### src/rtl/core/sips_pkg.sv
// sorted insert position search: shared types and constants
// item and result beats, sequencer states and index type
// no dependencies
`default_nettype none

package sips_pkg;

    localparam int DATA_W          = 32;
    localparam int SIZE_W          = 11;
    localparam int SLOT_W          = 10;
    localparam int IDX_W           = SIZE_W + 1;
    localparam int DEF_TABLE_DEPTH = 1024;

    typedef enum logic {
        FUNC_WRITE  = 1'b0,
        FUNC_SEARCH = 1'b1
    } t_func;

    typedef struct packed {
        t_func                     func;
        logic [SLOT_W-1:0]         slot;
        logic signed [DATA_W-1:0]  entry_value;
        logic signed [DATA_W-1:0]  search_key;
    } t_in_item;

    typedef struct packed {
        logic [SIZE_W-1:0] position;
        logic              found;
    } t_out_item;

    typedef enum logic [1:0] {
        ST_IDLE,
        ST_PROBE,
        ST_WAIT
    } t_state;

    typedef logic signed [IDX_W-1:0] t_idx;

endpackage

`default_nettype wire

### src/rtl/core/sips_ctrl.sv
// sorted insert position search: binary search sequencer
// issues one table read per probe, compares and narrows the bounds
// depends on sips_pkg
`default_nettype none

module sips_ctrl
    import sips_pkg::*;
#(
    parameter int  DEPTH = DEF_TABLE_DEPTH,
    localparam int AW    = $clog2(DEPTH)
) (
    input  wire logic                     i_clk,
    input  wire logic                     i_rst_n,
    input  wire logic                     i_go,
    input  wire logic signed [DATA_W-1:0] i_key,
    input  wire logic [IDX_W-1:0]         i_count,
    output logic                          o_busy,
    output logic                          o_rd_en,
    output logic [AW-1:0]                 o_rd_addr,
    input  wire logic signed [DATA_W-1:0] i_rd_data,
    output logic                          o_res_valid,
    output t_out_item                     o_res
);

    t_state                   r_state, n_state;
    t_idx                     r_lo, n_lo;
    t_idx                     r_hi, n_hi;
    logic [SIZE_W-1:0]        r_mid, n_mid;
    logic signed [DATA_W-1:0] r_key, n_key;
    logic                     r_res_valid, n_res_valid;
    t_out_item                r_res, n_res;

    logic [IDX_W:0]           w_sum;
    logic [SIZE_W-1:0]        w_mid;

    assign w_sum = (IDX_W + 1)'(r_lo) + (IDX_W + 1)'(r_hi);
    assign w_mid = w_sum[SIZE_W:1];

    always_ff @(posedge i_clk) begin
        if (!i_rst_n) begin
            r_state     <= ST_IDLE;
            r_res_valid <= 1'b0;
        end else begin
            r_state     <= n_state;
            r_res_valid <= n_res_valid;
        end
    end

    always_ff @(posedge i_clk) begin
        r_lo  <= n_lo;
        r_hi  <= n_hi;
        r_mid <= n_mid;
        r_key <= n_key;
        r_res <= n_res;
    end

    always_comb begin
        n_state     = r_state;
        n_lo        = r_lo;
        n_hi        = r_hi;
        n_mid       = r_mid;
        n_key       = r_key;
        n_res_valid = 1'b0;
        n_res       = r_res;
        o_rd_en     = 1'b0;
        o_rd_addr   = AW'(w_mid);
        unique case (r_state)
            ST_IDLE: begin
                if (i_go) begin
                    n_lo    = '0;
                    n_hi    = $signed(i_count) - t_idx'(1);
                    n_key   = i_key;
                    n_state = ST_PROBE;
                end
            end
            ST_PROBE: begin
                if (r_lo <= r_hi) begin
                    o_rd_en = 1'b1;
                    n_mid   = w_mid;
                    n_state = ST_WAIT;
                end else begin
                    n_res.position = r_lo[SIZE_W-1:0];
                    n_res.found    = 1'b0;
                    n_res_valid    = 1'b1;
                    n_state        = ST_IDLE;
                end
            end
            ST_WAIT: begin
                if (r_key > i_rd_data) begin
                    n_lo    = $signed({1'b0, r_mid}) + t_idx'(1);
                    n_state = ST_PROBE;
                end else if (r_key < i_rd_data) begin
                    n_hi    = $signed({1'b0, r_mid}) - t_idx'(1);
                    n_state = ST_PROBE;
                end else begin
                    n_res.position = r_mid;
                    n_res.found    = 1'b1;
                    n_res_valid    = 1'b1;
                    n_state        = ST_IDLE;
                end
            end
            default: begin
                n_state = ST_IDLE;
            end
        endcase
    end

    assign o_busy      = (r_state != ST_IDLE);
    assign o_res_valid = r_res_valid;
    assign o_res       = r_res;

`ifndef SYNTHESIS
    a_bounds_order: assert property (@(posedge i_clk) disable iff (!i_rst_n)
        (r_state == ST_PROBE) |-> (r_lo <= r_hi + t_idx'(1)))
        else $error("search bounds crossed by more than one");

    a_wait_after_probe: assert property (@(posedge i_clk) disable iff (!i_rst_n)
        (r_state == ST_WAIT) |-> ($past(r_state) == ST_PROBE))
        else $error("compare cycle without a read");

    a_strobe_source: assert property (@(posedge i_clk) disable iff (!i_rst_n)
        r_res_valid |-> ($past(r_state) == ST_PROBE || $past(r_state) == ST_WAIT))
        else $error("result strobe outside a search");

    a_strobe_ends_search: assert property (@(posedge i_clk) disable iff (!i_rst_n)
        r_res_valid |-> (r_state == ST_IDLE))
        else $error("result strobe while search still running");
`endif

endmodule

`default_nettype wire

### config.mk
export PLATFORM = sky130hd
export DESIGN_NAME = sips_ctrl
export DESIGN_NICKNAME = d
export VERILOG_FILES = /design/src/rtl/core/sips_pkg.sv /design/src/rtl/core/sips_ctrl.sv
export SDC_FILE = /design/constraint.sdc
export NUM_CORES = 1
export LEC_CHECK = 0
export ABC_AREA = 1
export BUFFER_PORTS_ARGS = -buffer_cell sky130_fd_sc_hd__buf_2
export CORE_ASPECT_RATIO = 1.5
export CORE_MARGIN = 4
export CORE_UTILIZATION = 40
export DETAILED_ROUTE_END_ITERATION = 10
export HOLD_SLACK_MARGIN = 0.1
export PLACE_DENSITY = 0.71
export SETUP_SLACK_MARGIN = 0.5
export SLEW_MARGIN = 20
export SYNTH_ARGS = -nofsm -noshare
export SYNTH_HDL_FRONTEND = slang
export SYNTH_SLANG_ARGS = --single-unit
### constraint.sdc
create_clock -name i_clk -period 3.8 [get_ports i_clk]
set_clock_uncertainty 0.05 [all_clocks]
set_input_delay 0.38 -clock i_clk [delete_from_list [all_inputs] [get_ports i_clk]]
set_output_delay 0.38 -clock i_clk [all_outputs]
set_load 0.005 [all_outputs]
# Yosys cells after proc, flatten, opt, wreduce, memory -nomap -nowiden
# Index checks and enable logic that the tools add are counted.
# Widths: inputs -> output; s select.
[totals]
reg_bits = 82
input_bits = 79
output_inout_bits = 25
[op_classes]
n_addsub = 4
n_lt_le_gt_ge = 3
eq_ne = 8
n_mux = 22
reduce_logical = 9
[op_table]
columns = ["cell", "n"]
rows = [
  ["$mux 12", 8],
  ["$pmux 12 s2", 3],
  ["$gt 32x32->1", 1],
  ["$lt 32x32->1", 1],
  ["$add 11x1->12 const B", 1],
  ["$add 12x12->12", 1],
  ["$le 12x12->1", 1],
  ["$ne 2x2->1 const B", 6],
  ["$sub 11x1->12 const B", 1],
  ["$sub 12x2->12 const B", 1],
  ["$reduce_and 4->1", 2],
  ["$mux 1", 7],
  ["$pmux 2 s3", 1],
  ["$reduce_bool 2->1", 3],
  ["$mux 2", 2],
  ["$reduce_and 2->1", 2],
  ["$reduce_and 3->1", 1],
  ["$eq 2x1->1 const B", 1],
  ["$eq 2x2->1 const B", 1],
  ["$logic_not 2->1", 1],
  ["$pmux 1 s2", 1],
]

# Depth between registers and ports, before layout
[depth]
word_depth = 4
mapped_depth = 18
depth_no_buf = 18

# Worst setup path after synthesis
# OpenSTA, ideal clock, no wires.
[synth_path]
kind = "reg-to-reg"
start = "register r_lo[5]"
end = "register r_res (netlist bit o_res[0]) (enable)"
setup_time_ns = 0.379
arrival_time_ns = 2.250
path_slack_ns = 1.120
path_stages_with_launch = 13
n_path_buf = 1
synth_period_minus_slack_ns = 2.680
path_cell_list = "edfxtp_1 -> ha_1 -> buf_4 -> inv_1 -> nor3_1 -> nand3_1 -> o2111ai_1 -> nand2_1 -> o21ai_1 -> nand2_1 -> nand2_1 -> inv_1 -> nor3_2"
[synth_via]
elab_chain_cells = 3
[synth_lines]
columns = ["item", "line_no", "text"]
rows = [
  ["start: declaration", "sips_ctrl.sv:26", "t_idx r_lo, n_lo;"],
  ["start signal: assignment", "sips_ctrl.sv:50", "r_lo <= n_lo;"],
  ["$le 12x12->1", "sips_ctrl.sv:77", "if (r_lo <= r_hi) begin"],
  ["$ne 2x2->1 (no line)", "-", ""],
  ["$reduce_and 4->1 (no line)", "-", ""],
  ["end signal: assignment", "sips_ctrl.sv:54", "r_res <= n_res;"],
  ["end: declaration", "sips_ctrl.sv:31", "t_out_item r_res, n_res;"],
]
# Every way passes these cells.
# A chain may end at the register's enable or synchronous reset.

# Worst setup path in the final report
[layout_path]
start = "register r_lo[2]"
end = "output o_rd_en"
[layout_via]
elab_chain_cells = 3
[layout_lines]
columns = ["item", "line_no", "text"]
rows = [
  ["$le 12x12->1", "sips_ctrl.sv:77", ""],
  ["$mux 1", "sips_ctrl.sv:77", ""],
  ["$mux 1", "sips_ctrl.sv:67", "unique case (r_state)"],
  ["end: declaration", "sips_ctrl.sv:18", "output logic o_rd_en,"],
]
# Every way passes these cells.

==> impl_metrics.csv <==
group,metric,value,unit
outcome,status,"finished, final reports clean",
logic_synthesis,async_reset_ff_share,0,%
logic_synthesis,synth_enable_flop_cells,79,
timing,rsz0062_at_grt,"false",
logic_synthesis,syn_area_per_cell,9.32,um^2
worst_setup_path,endpoint,"o_rd_en",
worst_setup_path,required,3370,ps
detailed_routing,ant_nets,0,
logic_synthesis,seq_area_frac_synth,46.4,%
finish,area_delta_synth_final,18.9,%
logic_synthesis,syn_nets,704,
worst_setup_path,crit_path_max_fanout,12,
clocking,path_clk_slew,60,ps
pwr,p_leak,2.95,nW
clocking,cts.sinks,82,
worst_setup_path,critPathSlowestCell,"ha_1",
detailed_routing,first_iter_violations,215,
timing,drv_slew,0,
worst_setup_path,startpoint,"r_lo[2]",
finish,fin_nets,806,
worst_setup_path,worstSetupStartpointType,"register",
place,hpwl,9.76,mm
worst_setup_path,cpMostUsedCell,"nand2_1",
pwr,power-per-cell-area,641,nW/um^2
logic_synthesis,ys_types,40,
detailed_routing,drc,0,
worst_setup_path,path_cells,"ha_1, nand2_1, o21ai_0, nand3_1, o2111ai_1, nand2_1, o21ai_1, nand2_1, nand2_1, inv_1, buf_4, buf_2",
worst_setup_path,critical_path_class,"reg2out",
worst_setup_path,rrSetupSlack,970,ps
clocking,clk_latency,340,ps
clocking,ctsHtreeMaxLevel,3,
logic_synthesis,yosys_most_used_dff,"edfxtp_1",
floorplan,initial_core_util,40.6,%
clocking,cts_setup_buffers,0,
clocking,postCtsHoldBufs,0,
clocking,root_buffer,"clkbuf_16",
place,dp.cells,812,
floorplan,num_io_pins,104,
finish,antenna_cells,0,
global_route,antenna_found_initial,0,
place,portBuffers,103,
worst_hold_path,min_path_type,"in2reg",
floorplan,fp.dieH,148,um
job,drv_cap,0,
logic_synthesis,syn_area,5240,um^2
floorplan,die_area,15000,um^2
timing,tightest_slew,603,ps
timing,fin_crit_sh,79.8,%
floorplan,die_x,101,um
finish,layout_common_cells,"inv_1 (107), buf_2 (103), nand2_1 (92)",
worst_setup_path,timing.rr.end,"o_res[1]",
detailed_routing,vias,4108,
finish,layout_commonest_cell,"inv_1",
detailed_routing,viasPerCell,4.96,
global_route,grt_pass1_wl,19.3,mm
worst_setup_path,r2r_cells,12,
clocking,ctsResizeCount,0,
logic_synthesis,yosysWarnings,0,
timing,setup-violations-final,0,
worst_setup_path,arrival,2600,ps
global_route,grt_start_max_net_pins,33,
finish,layout-drive-gt1-share,21.4,%
floorplan,rows,51,
floorplan,coreArea,12900,um^2
timing,tns,0,ps
worst_setup_path,crit_path_end_kind,"primary output",
finish,instances_no_fill,828,
detailed_routing,dr.pass1.iters,5,
clocking,cts_buffers,9,
timing,fmax,330,MHz
detailed_routing,wl_per_cell,14.6,um
timing,finalCriticalPeriod,3030,ps
detailed_routing,wirelength,12.1,mm
global_route,groute.usage.overall,16.4,%
logic_synthesis,synth_top_cell_by_area,"edfxtp_1",
logic_synthesis,yosys_register_bits,82,
worst_setup_path,rr_startpoint,"r_lo[2]",
timing,relSlewSlack,59.8,%
clocking,cts_tree,"yes",
global_route,overflow,0,
place,routabilityCongestion,0.966,
worst_setup_path,cpPeakStageDelay,450,ps
timing,final_hold_viol_count,0,
logic_synthesis,synth_top_area_share,45.3,%
pwr,ir_drop,0.000389,V
global_route,grt_pass1_vias,4213,
logic_synthesis,postSynthCellCount,562,
clocking,clock_path_buffers,2,
logic_synthesis,synth_area_leaders,"edfxtp_1 (45%), ha_1 (15%), inv_1 (7.7%)",
finish,n_fill_cell,1213,
[flip-flops by register name (all words and copies together), names as in the netlist]
signal,cells
r_key,32
o_res_valid,1
r_lo,12
r_hi,12
r_mid,11
o_res,12
r_state,2
[cells by family after synthesis]
kind of cell | Yosys count | synth area share [%]
simple gates | 175 | 14.9
buf+inv | 128 | 9.96
compound gates | 98 | 10.9
flops | 82 | 46.4
fa+ha+maj | 63 | 15.2
xor+xnor | 16 | 2.68
[routing by layer]
metal  up-vias  share of wire (%)  track usage (%)
li1       2077                  -                -
met1      1890                 39             18.4
met2       128                 52             30.2
met3        13                7.4             3.57
met4         0                1.6             5.66
met5         -                  0                0
[critical path, delay by kind of cell (launching register included)]
family / cells / cell delay (ps)
AOI/OAI and AO/OA: 3 / 520
buffers and inverters: 3 / 400
DFF: 1 / 420
adders and majority gates: 1 / 450
and+or+nand+nor: 5 / 470
[worst min-delay path by stage]
stage | startpoint | endpoint | slack, ps | cells after the start
final | i_key[18] | r_key[18] | 170 | 1
after global routing | i_key[18] | r_key[18] | 150 | 1
after CTS | i_key[11] | r_key[11] | 150 | 1
after detailed placement | r_state[0] | r_state[0] | 450 | 2
after global placement | r_state[0] | r_state[0] | 440 | 2
after floorplan | r_state[1] | r_state[1] | 420 | 2
[report_power, final]
part | leakage, nW | internal (mW) | switching, mW | total (mW)
registers | 0.784 | 1.35 | 0.133 | 1.48
logic | 1.99 | 0.555 | 0.961 | 1.52
clock network | 0.167 | 0.642 | 0.353 | 0.995
[final cells by class]
cell class | instances | area (um^2) | area share [%]
multi-input cells | 352 | 2280 | 36.7
well taps | 159 | 199 | 3.19
clock inverters | 7 | 116 | 1.87
repair buffers | 108 | 553 | 8.88
clock buffers | 9 | 225 | 3.62
inverters | 111 | 417 | 6.69
flip-flops and latches | 82 | 2430 | 39.1
[metrics by stage]
step / instance area [um^2] / hold WS, ps / power, mW / worst slack [ps] / utilization, %
global route: 6230 / 148 / 4.27 / 590 / 48.3
finish: 6230 / 168 / 3.99 / 768 / 48.3
floorplan: 5240 / 423 / 2.61 / 1120 / -
global placement: 5890 / 439 / 2.96 / 1030 / 45.7
CTS: 6230 / 153 / 4.03 / 769 / 48.3
detailed placement: 5890 / 450 / 3.01 / 984 / 45.7
[synth_stat cells, drive strengths merged (4+ instances only)]
| master | n |
|---|---|
| nand4 | 7 |
| clkbuf | 5 |
| a32oi | 4 |
| nand3 | 14 |
| ha | 62 |
| o21ai | 32 |
| xor2 | 13 |
| nor2 | 42 |
| nor3 | 15 |
| buf | 12 |
| a21oi | 47 |
| inv | 111 |
| nand2 | 92 |
| edfxtp | 79 |
Note: power is estimated with default switching activity, not from simulation.
